===== config.mk =====
export PLATFORM = sky130hd
export DESIGN_NAME = reliable_delivery_tracker_flat
export DESIGN_NICKNAME = d
export VERILOG_FILES = /design/src/rdt_pkg.sv /design/src/rdt_item_if.sv /design/src/rdt_result_if.sv /design/src/rdt_cfg_if.sv /design/src/rdt_front.sv /design/src/rdt_back.sv /design/src/reliable_delivery_tracker.sv /design/src/flat_wrapper.sv
export SDC_FILE = /design/constraint.sdc
export NUM_CORES = 2
export LEC_CHECK = 0
export ABC_AREA = 1
export BUFFER_PORTS_ARGS = -buffer_cell sky130_fd_sc_hd__buf_4
export CAP_MARGIN = 25
export CORE_MARGIN = 2
export CORE_UTILIZATION = 30
export DETAILED_ROUTE_END_ITERATION = 8
export PLACE_DENSITY = 0.54
export SETUP_SLACK_MARGIN = 0.02
export SLEW_MARGIN = 25
export SYNTH_ARGS = -nofsm -noshare
export SYNTH_HDL_FRONTEND = slang
export SYNTH_SLANG_ARGS = --single-unit

===== constraint.sdc =====
create_clock -name clk -period 28.1 [get_ports clk]
set_input_delay 7.025 -clock clk [delete_from_list [all_inputs] [get_ports clk]]
set_output_delay 7.025 -clock clk [all_outputs]
set_load 0.01 [all_outputs]

===== src/rdt_pkg.sv =====
// ----------------------------------------------------------------------------
// rdt_pkg
// shared types and constants of the delivery tracker
// ----------------------------------------------------------------------------
package rdt_pkg;
  localparam int PendingDepthDef = 32;
  localparam int AckDepthDef     = 32;
  localparam logic [31:0] TimeoutReset = 32'd1000;

  localparam logic [2:0] KIND_SEND  = 3'd0;
  localparam logic [2:0] KIND_RECV  = 3'd1;
  localparam logic [2:0] KIND_ACK   = 3'd2;
  localparam logic [2:0] KIND_SCAN  = 3'd3;
  localparam logic [2:0] KIND_DRAIN = 3'd4;

  localparam logic [3:0] EV_ASSIGNED     = 4'd0;
  localparam logic [3:0] EV_ACCEPTED     = 4'd1;
  localparam logic [3:0] EV_OUT_OF_ORDER = 4'd2;
  localparam logic [3:0] EV_DELIVERED    = 4'd3;
  localparam logic [3:0] EV_ACK_UNKNOWN  = 4'd4;
  localparam logic [3:0] EV_TIMED_OUT    = 4'd5;
  localparam logic [3:0] EV_SCAN_DONE    = 4'd6;
  localparam logic [3:0] EV_ACK_COUNT    = 4'd7;
  localparam logic [3:0] EV_ACK_ENTRY    = 4'd8;
  localparam logic [3:0] EV_TABLE_FULL   = 4'd9;

  typedef struct packed {
    logic [2:0]  kind;
    logic [31:0] seq_number;
    logic [31:0] now_time;
    logic        has_delegate;
  } item_t;

  typedef struct packed {
    logic [3:0]  event_res;
    logic [31:0] value;
    logic        notify;
    logic        ack_dropped;
    logic        last;
  } result_t;
endpackage


===== src/rdt_item_if.sv =====
// ----------------------------------------------------------------------------
// rdt_item_if
// valid/ready channel carrying one item beat
// ----------------------------------------------------------------------------
interface rdt_item_if import rdt_pkg::*; ();
  logic  valid;
  logic  ready;
  item_t data;
  modport source (output valid, output data, input ready);
  modport sink (input valid, input data, output ready);
endinterface


===== src/rdt_result_if.sv =====
// ----------------------------------------------------------------------------
// rdt_result_if
// valid/ready channel carrying one result beat
// ----------------------------------------------------------------------------
interface rdt_result_if import rdt_pkg::*; ();
  logic    valid;
  logic    ready;
  result_t data;
  modport source (output valid, output data, input ready);
  modport sink (input valid, input data, output ready);
endinterface


===== src/rdt_cfg_if.sv =====
// ----------------------------------------------------------------------------
// rdt_cfg_if
// valid/ready write channel for the timeout register
// ----------------------------------------------------------------------------
interface rdt_cfg_if ();
  logic        valid;
  logic        ready;
  logic [31:0] data;
  modport source (output valid, output data, input ready);
  modport sink (input valid, input data, output ready);
endinterface


===== src/rdt_front.sv =====
// ----------------------------------------------------------------------------
// rdt_front
// accepts item beats, drops unused kinds, feeds a two-entry queue
// ----------------------------------------------------------------------------
module rdt_front import rdt_pkg::*; (
  input  logic       clk,
  input  logic       rst,
  rdt_item_if.sink   in_ch,
  output logic       q_valid,
  output item_t      q_item,
  input  logic       q_pop
);
  item_t      qmem [2];
  logic       wptr;
  logic       rptr;
  logic [1:0] fill;
  logic       push;
  logic       useful;

  assign useful = (in_ch.data.kind <= KIND_DRAIN);
  assign in_ch.ready = (fill != 2'd2);
  assign push = in_ch.valid && in_ch.ready && useful;
  assign q_valid = (fill != 2'd0);
  assign q_item = qmem[rptr];

  always_ff @(posedge clk) begin
    if (push) begin
      qmem[wptr] <= in_ch.data;
    end
    if (rst) begin
      wptr <= 1'b0;
      rptr <= 1'b0;
      fill <= 2'd0;
    end else begin
      if (push) wptr <= ~wptr;
      if (q_pop) rptr <= ~rptr;
      fill <= fill + {1'b0, push} - {1'b0, q_pop};
    end
  end
endmodule


===== src/rdt_back.sv =====
// ----------------------------------------------------------------------------
// rdt_back
// carries out queued items one at a time, walking the tables slot by slot
// ----------------------------------------------------------------------------
module rdt_back import rdt_pkg::*; #(
  parameter int PENDING_DEPTH = PendingDepthDef,
  parameter int ACK_DEPTH     = AckDepthDef
) (
  input  logic        clk,
  input  logic        rst,
  input  logic        q_valid,
  input  item_t       q_item,
  output logic        q_pop,
  input  logic [31:0] timeout_ticks,
  output logic        busy,
  rdt_result_if.source out_ch
);
  localparam int PW = $clog2(PENDING_DEPTH);
  localparam int AW = $clog2(ACK_DEPTH);
  localparam int CW = $clog2(ACK_DEPTH + 1);
  localparam int SW = (PW > CW) ? PW : CW;

  localparam logic [2:0] ST_IDLE  = 3'd0;
  localparam logic [2:0] ST_WALK  = 3'd1;
  localparam logic [2:0] ST_CHECK = 3'd2;
  localparam logic [2:0] ST_EMIT  = 3'd3;
  localparam logic [2:0] ST_DRAIN = 3'd4;

  logic [PENDING_DEPTH-1:0] entry_valid;
  logic [31:0] entry_seq    [PENDING_DEPTH];
  logic [31:0] entry_time   [PENDING_DEPTH];
  logic        entry_notify [PENDING_DEPTH];
  logic [31:0] ack_queue    [ACK_DEPTH];
  logic [31:0] next_out_seq;
  logic [31:0] next_expected_seq;
  logic [CW-1:0] ack_count;

  logic [2:0]  state;
  item_t       cur;
  logic [SW-1:0] idx;
  logic        found;
  logic        held_notify;
  logic        any;
  logic [31:0] rd_seq;
  logic [31:0] rd_time;
  logic        rd_notify;
  logic        rd_valid;
  logic [31:0] ack_rd;
  logic        walk_end;
  logic        hold;
  logic        slot_hit;

  logic [PW-1:0] free_slot;
  logic          has_free;

  always_comb begin
    free_slot = '0;
    has_free = 1'b0;
    for (int i = PENDING_DEPTH - 1; i >= 0; i--) begin
      if (!entry_valid[i]) begin
        free_slot = PW'(i);
        has_free = 1'b1;
      end
    end
  end

  assign hold = out_ch.valid && !out_ch.ready;
  assign busy = (state != ST_IDLE) || q_valid;
  assign q_pop = (state == ST_IDLE) && q_valid && !hold;
  assign walk_end = (idx[PW-1:0] == PW'(PENDING_DEPTH - 1));
  assign slot_hit = entry_valid[idx[PW-1:0]]
      && ((cur.kind == KIND_ACK && rd_seq == cur.seq_number)
      || (cur.kind == KIND_SCAN && (cur.now_time - rd_time) >= timeout_ticks));

  always_ff @(posedge clk) begin
    rd_seq    <= entry_seq[idx[PW-1:0]];
    rd_time   <= entry_time[idx[PW-1:0]];
    rd_notify <= entry_notify[idx[PW-1:0]];
    ack_rd    <= ack_queue[idx[AW-1:0]];
    if (q_pop && q_item.kind == KIND_SEND && has_free) begin
      entry_seq[free_slot]    <= next_out_seq;
      entry_time[free_slot]   <= q_item.now_time;
      entry_notify[free_slot] <= q_item.has_delegate;
    end
    if (q_pop && q_item.kind == KIND_RECV && q_item.seq_number >= next_expected_seq
        && ack_count < CW'(ACK_DEPTH)) begin
      ack_queue[ack_count[AW-1:0]] <= q_item.seq_number;
    end
    if (rst) begin
      state <= ST_IDLE;
      entry_valid <= '0;
      next_out_seq <= '0;
      next_expected_seq <= '0;
      ack_count <= '0;
      out_ch.valid <= 1'b0;
      idx <= '0;
      rd_valid <= 1'b0;
    end else begin
      if (out_ch.valid && out_ch.ready) out_ch.valid <= 1'b0;
      unique case (state)
        ST_IDLE: begin
          if (q_pop) begin
            cur <= q_item;
            idx <= '0;
            found <= 1'b0;
            any <= 1'b0;
            out_ch.data.ack_dropped <= 1'b0;
            out_ch.data.notify <= 1'b0;
            out_ch.data.last <= 1'b1;
            case (q_item.kind)
              KIND_SEND: begin
                out_ch.valid <= 1'b1;
                out_ch.data.value <= next_out_seq;
                if (has_free) begin
                  entry_valid[free_slot] <= 1'b1;
                  out_ch.data.event_res <= EV_ASSIGNED;
                  out_ch.data.notify <= q_item.has_delegate;
                  next_out_seq <= next_out_seq + 32'd1;
                end else begin
                  out_ch.data.event_res <= EV_TABLE_FULL;
                end
              end
              KIND_RECV: begin
                out_ch.valid <= 1'b1;
                out_ch.data.value <= q_item.seq_number;
                if (q_item.seq_number >= next_expected_seq) begin
                  out_ch.data.event_res <= EV_ACCEPTED;
                  next_expected_seq <= q_item.seq_number + 32'd1;
                  if (ack_count < CW'(ACK_DEPTH)) ack_count <= ack_count + CW'(1);
                  else out_ch.data.ack_dropped <= 1'b1;
                end else begin
                  out_ch.data.event_res <= EV_OUT_OF_ORDER;
                end
              end
              KIND_DRAIN: begin
                out_ch.valid <= 1'b1;
                out_ch.data.event_res <= EV_ACK_COUNT;
                out_ch.data.value <= 32'(ack_count);
                out_ch.data.last <= (ack_count == '0);
                if (ack_count != '0) state <= ST_DRAIN;
                rd_valid <= 1'b0;
              end
              default: begin
                state <= ST_WALK;
              end
            endcase
          end
        end
        ST_WALK: begin
          // registered read of slot idx lands next cycle
          state <= ST_CHECK;
        end
        ST_CHECK: begin
          if (!hold) begin
            if (slot_hit) begin
              entry_valid[idx[PW-1:0]] <= 1'b0;
              if (cur.kind == KIND_ACK) begin
                // a delivered beat is held back until the next hit or the walk end
                found <= 1'b1;
                held_notify <= rd_notify;
                if (found) begin
                  out_ch.valid <= 1'b1;
                  out_ch.data.event_res <= EV_DELIVERED;
                  out_ch.data.value <= cur.seq_number;
                  out_ch.data.notify <= held_notify;
                  out_ch.data.last <= 1'b0;
                end
              end else begin
                if (rd_notify) any <= 1'b1;
                out_ch.valid <= 1'b1;
                out_ch.data.event_res <= EV_TIMED_OUT;
                out_ch.data.value <= rd_seq;
                out_ch.data.notify <= rd_notify;
                out_ch.data.last <= 1'b0;
              end
            end
            if (walk_end) begin
              state <= ST_EMIT;
            end else begin
              idx <= idx + SW'(1);
              state <= ST_WALK;
            end
          end
        end
        ST_EMIT: begin
          if (!hold) begin
            out_ch.valid <= 1'b1;
            out_ch.data.last <= 1'b1;
            state <= ST_IDLE;
            if (cur.kind == KIND_ACK) begin
              out_ch.data.event_res <= found ? EV_DELIVERED : EV_ACK_UNKNOWN;
              out_ch.data.value <= cur.seq_number;
              out_ch.data.notify <= found && held_notify;
            end else begin
              out_ch.data.event_res <= EV_SCAN_DONE;
              out_ch.data.value <= '0;
              out_ch.data.notify <= any;
            end
          end
        end
        ST_DRAIN: begin
          if (!rd_valid) begin
            rd_valid <= 1'b1;
          end else if (!out_ch.valid || out_ch.ready) begin
            out_ch.valid <= 1'b1;
            out_ch.data.event_res <= EV_ACK_ENTRY;
            out_ch.data.value <= ack_rd;
            rd_valid <= 1'b0;
            if (CW'(idx) == ack_count - CW'(1)) begin
              out_ch.data.last <= 1'b1;
              ack_count <= '0;
              state <= ST_IDLE;
            end else begin
              idx <= idx + SW'(1);
            end
          end
        end
        default: state <= ST_IDLE;
      endcase
    end
  end
endmodule


===== src/reliable_delivery_tracker.sv =====
// ----------------------------------------------------------------------------
// reliable_delivery_tracker
// sequence and ack bookkeeping for reliable delivery over a lossy link
//
//   channel   role   beat
//   in_ch     sink   one item: kind, seq_number, now_time, has_delegate
//   out_ch    source one result: event_res, value, notify, ack_dropped, last
//   cfg_ch    sink   timeout_ticks write, taken only while nothing is in flight
//
// send and receive give their one beat straight from idle; ack and scan walk
// the pending table slot by slot, a read state then a check state per slot,
// then a closing beat; a drain gives one beat per queued ack after the count.
// the walk is set by the single registered read port of the table.
// reset is synchronous; the table holds no entries after reset.
// a stalled out_ch holds the walk; the front queue keeps taking items until its two entries are full.
// ----------------------------------------------------------------------------
module reliable_delivery_tracker import rdt_pkg::*; #(
  parameter int PENDING_DEPTH = PendingDepthDef,
  parameter int ACK_DEPTH     = AckDepthDef
) (
  input logic          clk,
  input logic          rst,
  rdt_item_if.sink     in_ch,
  rdt_result_if.source out_ch,
  rdt_cfg_if.sink      cfg_ch
);
  logic        q_valid;
  logic        q_pop;
  item_t       q_item;
  logic        busy;
  logic [31:0] timeout_ticks;

  assign cfg_ch.ready = !busy;

  always_ff @(posedge clk) begin
    if (rst) begin
      timeout_ticks <= TimeoutReset;
    end else if (cfg_ch.valid && cfg_ch.ready) begin
      timeout_ticks <= cfg_ch.data;
    end
  end

  rdt_front u_front (
    .clk     (clk),
    .rst     (rst),
    .in_ch   (in_ch),
    .q_valid (q_valid),
    .q_item  (q_item),
    .q_pop   (q_pop)
  );

  rdt_back #(
    .PENDING_DEPTH (PENDING_DEPTH),
    .ACK_DEPTH     (ACK_DEPTH)
  ) u_back (
    .clk           (clk),
    .rst           (rst),
    .q_valid       (q_valid),
    .q_item        (q_item),
    .q_pop         (q_pop),
    .timeout_ticks (timeout_ticks),
    .busy          (busy),
    .out_ch        (out_ch)
  );
endmodule


===== src/flat_wrapper.sv =====
// flat-port wrapper written by rule: the top's interface ports become plain ports
module reliable_delivery_tracker_flat import rdt_pkg::*;
#(
  parameter int PENDING_DEPTH = PendingDepthDef,
  parameter int ACK_DEPTH     = AckDepthDef
)
  (clk, rst, in_ch_valid, in_ch_data, in_ch_ready, out_ch_valid, out_ch_data, out_ch_ready, cfg_ch_valid, cfg_ch_data, cfg_ch_ready);
  rdt_item_if in_ch_i ();
  rdt_result_if out_ch_i ();
  rdt_cfg_if cfg_ch_i ();
  input logic clk;
  input logic rst;
  input wire logic [$bits(in_ch_i.valid)-1:0] in_ch_valid;
  input wire logic [$bits(in_ch_i.data)-1:0] in_ch_data;
  output wire logic [$bits(in_ch_i.ready)-1:0] in_ch_ready;
  output wire logic [$bits(out_ch_i.valid)-1:0] out_ch_valid;
  output wire logic [$bits(out_ch_i.data)-1:0] out_ch_data;
  input wire logic [$bits(out_ch_i.ready)-1:0] out_ch_ready;
  input wire logic [$bits(cfg_ch_i.valid)-1:0] cfg_ch_valid;
  input wire logic [$bits(cfg_ch_i.data)-1:0] cfg_ch_data;
  output wire logic [$bits(cfg_ch_i.ready)-1:0] cfg_ch_ready;
  assign in_ch_i.valid = in_ch_valid;
  assign in_ch_i.data = in_ch_data;
  assign in_ch_ready = in_ch_i.ready;
  assign out_ch_valid = out_ch_i.valid;
  assign out_ch_data = out_ch_i.data;
  assign out_ch_i.ready = out_ch_ready;
  assign cfg_ch_i.valid = cfg_ch_valid;
  assign cfg_ch_i.data = cfg_ch_data;
  assign cfg_ch_ready = cfg_ch_i.ready;
  reliable_delivery_tracker #(.PENDING_DEPTH(PENDING_DEPTH), .ACK_DEPTH(ACK_DEPTH)) u_core (.clk(clk), .rst(rst), .in_ch(in_ch_i), .out_ch(out_ch_i), .cfg_ch(cfg_ch_i));
endmodule

Word level (Yosys, flattened, before mapping)
Memories as Yosys holds them, arrays and structs flattened. A register that Yosys moved wholly into a read port is not among the register bits.
Index checks and enable logic that the tools add are counted.
- flip-flop bits (word level): 258
- bits in writable memories: 3240
- input port bits: 105
- output and inout bits: 42
- word-level logic and storage cells: 303
- memories kept: 5
- $add $sub $neg: 8
- order comparisons: 8
- eq/ne operators: 34
- mux-type cells: 165
- bitwise operators: 7
- reduce and logical (&&, ||, !) cells: 53
- memory list (memory ; depth ; bits a word ; rd ports ; clocked after memory_dff ; wr ports ; RTL line ; RTL):
    u_core.u_back.ack_queue ; 32 ; 32 ; 1 ; 1 ; 1 ; rdt_back.sv:33 ; logic [31:0] ack_queue [ACK_DEPTH];
    u_core.u_back.entry_seq ; 32 ; 32 ; 1 ; 1 ; 1 ; rdt_back.sv:30 ; logic [31:0] entry_seq [PENDING_DEPTH];
    u_core.u_back.entry_time ; 32 ; 32 ; 1 ; 1 ; 1 ; rdt_back.sv:31 ; logic [31:0] entry_time [PENDING_DEPTH];
    u_core.u_front.qmem ; 2 ; 68 ; 1 ; 1 ; 1 ; rdt_front.sv:13 ; item_t qmem [2];
    u_core.u_back.entry_notify ; 32 ; 1 ; 1 ; 1 ; 1 ; rdt_back.sv:32 ; logic entry_notify [PENDING_DEPTH];
- operators with widths (operator ; number):
    37-bit two-way mux ; 5
    32-bit two-way mux ; 5
    5-bit two-way mux ; 32
    36-bit case mux with 4 select lines ; 1
    36-bit two-way mux ; 3
    36-bit case mux with 3 select lines ; 1
    1-bit two-way mux ; 79
    6-bit two-way mux ; 13
    32-bit by 1-bit adder with 32-bit output (second input constant) ; 2
    32-bit >= comparator ; 2
    32-bit case mux with 2 select lines ; 1
    39-bit two-way mux ; 1
    32-bit AND ; 1
    32-bit equality test ; 1
    32-bit NOT ; 1
    32-bit OR ; 1
    32-bit subtractor ; 1
    2-bit inequality test (second input constant) ; 15
    3-bit two-way mux ; 8
    7-bit AND reduction ; 3
    10-bit AND reduction ; 2
    1-bit logical AND ; 18
    6-bit case mux with 3 select lines ; 1
    8-bit AND reduction ; 2
    other kinds (42) ; 76

Logic depth before layout (Yosys ltp)
- depth after elaboration: 41
- depth in mapped cells: 44
- mapped depth without buffers: 43

By module
Synthesis repeated with hierarchy kept, for this count alone.
- cells, all modules: 10596
- area total of the unflattened synthesis: 141259.2 µm²
- by module, submodules not included (module ; times used ; cells each ; area an instance (µm²) ; sequential area each (µm²)):
    rdt_back ; 1 ; 10154 ; 134682.9 ; 100686.6
    rdt_front ; 1 ; 245 ; 5235.0 ; 4184.0
    reliable_delivery_tracker ; 1 ; 197 ; 1341.3 ; 640.6

Least setup slack after synthesis
No wires, ideal clock.
- path kind: input to register
- start: input out_ch_ready
- end: memory u_core.u_back.entry_notify[18], enable pin
- library setup time: 0.648 ns
- data arrival time: 14.026 ns
- required time: 27.452 ns
- slack: 13.426 ns
- stages on the path: 7
- path buffers: 1
- path through: nor2_1 -> inv_1 -> nand2_2 -> nor2_1 -> nand2_1 -> clkbuf_1 -> nor4_1
- longest elaborated chain between the ends: 8
- RTL lines (item ; RTL line ; RTL):
    from (decl) ; flat_wrapper.sv:18 ; input wire logic [$bits(out_ch_i.ready)-1:0] out_ch_ready;
    1-bit zero test ; rdt_back.sv:67 ; assign hold = out_ch.valid && !out_ch.ready;
    1-bit logical AND ; rdt_back.sv:67 ;
    1-bit zero test ; n/a ;
    1-bit logical AND ; rdt_back.sv:69 ; assign q_pop = (state == ST_IDLE) && q_valid && !hold;
    1-bit logical AND (2 in series) ; rdt_back.sv:80 ; if (q_pop && q_item.kind == KIND_SEND && has_free) begin
    1-bit two-way mux ; rdt_back.sv:80 ;
    1-bit two-way mux (not written as such) ; rdt_back.sv:83 ; entry_notify[free_slot] <= q_item.has_delegate;
    to (decl) ; rdt_back.sv:32 ;
No other way between the ends.

Worst setup path in the final report
- start: input out_ch_ready
- end: memory u_core.u_back.ack_queue[10][10], enable pin
- longest elaborated chain between the ends: 9
- RTL lines (item ; RTL line ; RTL):
    1-bit zero test ; rdt_back.sv:67 ;
    1-bit logical AND ; rdt_back.sv:67 ;
    1-bit zero test ; n/a ;
    1-bit logical AND ; rdt_back.sv:69 ;
    1-bit logical AND (2 in series) ; rdt_back.sv:85 ; if (q_pop && q_item.kind == KIND_RECV && q_item.seq_number >= next_expected_seq
    1-bit logical AND ; rdt_back.sv:86 ; && ack_count < CW'(ACK_DEPTH)) begin
    1-bit two-way mux ; rdt_back.sv:85 ;
    1-bit two-way mux (not written as such) ; rdt_back.sv:87 ; ack_queue[ack_count[AW-1:0]] <= q_item.seq_number;
    to (decl) ; rdt_back.sv:33 ;
No other way between the ends.

==> impl_metrics.json <==
{
  "clock-root-buffer": "clkbuf_16",
  "synth_compound_area_share_pct": 13.6,
  "drc": 0,
  "grt_antenna_before_repair": 21,
  "setup_viol": 0,
  "hold_viol_final": 0,
  "post_cts_buffers": 0,
  "globalRoute.totalOverflow": 0,
  "grt_pass1_wl_um": 636000,
  "fin_crit_ns": 10.23,
  "cts_max_level": 5,
  "max-vdd-ir-drop_v": 0.0000597,
  "cts-resized-gates": 0,
  "drive_above_1_share_pct": 10.4,
  "fillerInstances": 44949,
  "hpwl_um": 266000,
  "hold_buffers": 0,
  "cts.sinks": 3596,
  "num_vias": 90424,
  "pwr_density_cell_nw_per_um2": 94.3,
  "synth_edf_count": 3349,
  "cts_max_path_buffers": 4,
  "insertion_delay_ns": 1.01,
  "ys_ff_latch": 3596,
  "hold_class": "reg2reg",
  "die-area_um2": 475000,
  "multi_input_area_um2": 32200,
  "arrival_ns": 10.81,
  "tritoncts": "built",
  "ys_warn_count": 0,
  "coreArea_um2": 468000,
  "max_slew_margin_pct": 22.4,
  "synthFlopType": "edfxtp_1",
  "drt_first_pass_iters": 8,
  "synth_area_um2": 141000,
  "gr-usage-all-layers_pct": 18.3,
  "synth_top_family_by_area": "compound AO/OA/AOI/OAI gates",
  "worst_slack_ns": 17.87,
  "syn_area_per_cell_um2": 13.2,
  "synthMuxAreaShare_pct": 0,
  "port_buffers": 146,
  "dr.first_iter.drc_count": 11170,
  "ant_nets": 0,
  "r2r_setup_slack_ns": 21.04,
  "nets": 10957,
  "fmax_mhz": 97.8,
  "area_delta_synth_final_pct": 15.2,
  "die_height_um": 689,
  "core.rowCount": 251,
  "grt_pass1_vias": 84476,
  "synth_xor_area_share_pct": 0.584,
  "netlist_instances": 10652,
  "leakage_nw": 52.8,
  "die_w_um": 689,
  "avgRoutedWirePerCell_um": 26.2,
  "mappedNetlistNets": 10866,
  "synthSimpleGateAreaFrac_pct": 7.32,
  "numCtsBuffers": 373,
  "grt_setup_unrepaired": "no",
  "pre_cts_ws_ns": 17.02,
  "setup_tns_ns": 0,
  "io_pins": 147,
  "critPathKind": "in2reg",
  "via_per_inst": 5.24,
  "globalplace.congestion": 0.857,
  "crit_required_ns": 28.68,
  "slew_viol_final": 0,
  "status": "complete, no violations",
  "path_max_fanout": 58,
  "post_synth_num_cell_types": 61,
  "synthAdderAreaFrac_pct": 0.973,
  "skew_ns": 0.129,
  "async_flop_share_pct": 0,
  "routed_wl_um": 452000,
  "maxCapViolations": 0,
  "clkTransAtPathRegs_ns": 0.06,
  "grt_max_degree": 201,
  "worst_pin_slew_ns": 1.16,
  "start_util_pct": 30.1,
  "yosysSeqAreaShare_pct": 74.9,
  "setup.worst_path.start_class": "input pin",
  "regArea_um2": 106000,
  "end_kind": "register",
  "fin_crit_sh_pct": 36.4
}
[cell type report]
class                   count  share of cell area, %
inverters                 326                  0.777
flip-flops and latches   3596                   65.0
diodes                     12                 0.0185
multi-input cells        6052                   19.9
clock buffers             498                   6.33
clock inverters           188                   1.07
repair buffers            394                   2.15
well taps                6198                   4.78
[final timing paths]
kind / startpoint / to / depth (start not counted)
worst max-delay path: out_ch_ready / u_core.u_back.ack_queue[10][10]$_DFFE_PP_ / 11
worst min-delay path: u_core.u_front.rptr$_SDFFE_PP0P_ / register / 1
worst max register to register: u_core.u_back.cur[3]$_DFFE_PP_ / u_core.u_back.entry_valid[26]$_SDFFE_PP0P_ / 34
worst min register to register: u_core.u_front.rptr$_SDFFE_PP0P_ / register / 1
[synthesized netlist by cell type, drive strengths merged (2+ instances only)]
cell     number  area (um^2)
a21o          4         30.0
inv         316         1190
or2          34          213
nor4         24          184
xor2         62          543
o21ai      1766         8850
o221a         2         22.5
or3           2         12.5
nor2       1812         6820
nand4        70          444
o2111ai       2         17.5
o21a          6         45.0
nor3b         3         22.5
edfxtp     3349       101000
o211a         2         20.0
o22ai       785         4910
nand2       538         2040
ha          108         1350
xnor2        32          280
o311ai        4         35.0
clkinv       10         37.5
a2111oi       2         18.8
o21bai        2         15.0
a21oi       223         1120
buf          27          119
a31oi        10         62.6
a32o         12          120
a21boi        2         15.0
o221ai       22          193
a211o         2         17.5
o211ai        6         45.0
a22o        186         1630
nand3        61          315
dfxtp       247         4940
nor3         41          246
a211oi       16          120
clkbuf      651         2440
o31ai         2         15.0
a221oi      204         1790
[cells in the final DEF, fill, tap and decap left out, types with 13 or more instances in the layout]
master | Yosys | routed
clkinv_2 | 0 | 59
o221ai_1 | 22 | 22
or2_2 | 33 | 33
nor4_1 | 20 | 15
clkbuf_16 | 0 | 383
bufinv_16 | 0 | 26
nand2_1 | 531 | 509
a22o_1 | 186 | 186
inv_6 | 0 | 13
a221oi_1 | 204 | 204
o21ai_1 | 16 | 23
buf_4 | 2 | 353
nand3_1 | 59 | 59
nor2_1 | 1803 | 1734
nor2_4 | 0 | 67
xnor2_1 | 32 | 32
clkbuf_1 | 651 | 87
o22ai_1 | 785 | 785
a21oi_1 | 222 | 222
nand2_2 | 6 | 27
edfxtp_1 | 3349 | 3349
clkbuf_8 | 0 | 26
ha_1 | 108 | 108
nor3_1 | 34 | 30
inv_2 | 10 | 27
clkinv_1 | 10 | 79
dfxtp_2 | 0 | 24
inv_1 | 306 | 285
buf_12 | 0 | 24
dfxtp_1 | 247 | 219
nand4_1 | 69 | 69
xor2_1 | 62 | 62
a211oi_1 | 16 | 16
o21ai_0 | 1748 | 1740
[cell families after synthesis]
group	after synthesis
flops	3596
compound gates	3262
simple gates	2587
buf+inv	1004
fa+ha+maj	109
xor+xnor	94
[through the flow]
step           std cells  util, %  hold slack, ns  total power [W]  area (um^2)
2_1_floorplan      10652        -           0.426          0.00872       141000
6_report           17264     34.7           0.453           0.0153       162000
3_5_place_dp       16559     32.1           0.441           0.0105       150000
5_1_grt            17256     34.7           0.477           0.0159       162000
4_1_cts            17245     34.7           0.453           0.0154       162000
3_3_place_gp       16535     32.0           0.427           0.0105       150000
[where the power goes]
| group | total, W | internal, W | switching [W] | leakage (nW) |
|---|---|---|---|---|
| logic | 0.00375 | 0.000934 | 0.00282 | 14.1 |
| clock network | 0.00492 | 0.00281 | 0.00211 | 5.90 |
| registers | 0.00664 | 0.00644 | 0.000195 | 32.8 |
| total | 0.0153 | 0.0102 | 0.00512 | 52.8 |
[sequential cells by signal, indices dropped and copies added, names as in the netlist, 39 cells and up, named ones only]
| register | count |
|---|---|
| u_core.u_front.qmem | 136 |
| u_core.u_back.out_ch.data | 39 |
| u_core.u_back.ack_queue | 1024 |
| u_core.u_back.entry_time | 1024 |
| u_core.u_back.entry_seq | 1024 |
| u_core.u_back.cur | 67 |
[routing by layer]
layer,share of wire (%),wire length [um],global-route usage (%),up-vias
li1,-,-,-,40216
met1,42,192000,25.4,45767
met2,45,205000,28.8,3786
met3,8.1,36700,3.08,653
met4,4.1,18500,6.80,2
met5,0.0029,13,0,-
[critical path, stage by stage]
cell and delay (ns):
buf_4 0.14, nor2_1 0.81, inv_1 0.31, nand2_2 0.39, nor2_1 0.13, nand2_2 0.10
buf_4 0.51, nor2_1 0.19, nand2_1 0.68, nor2_4 0.15, buf_4 0.32
(Power assumes the default switching activity.)
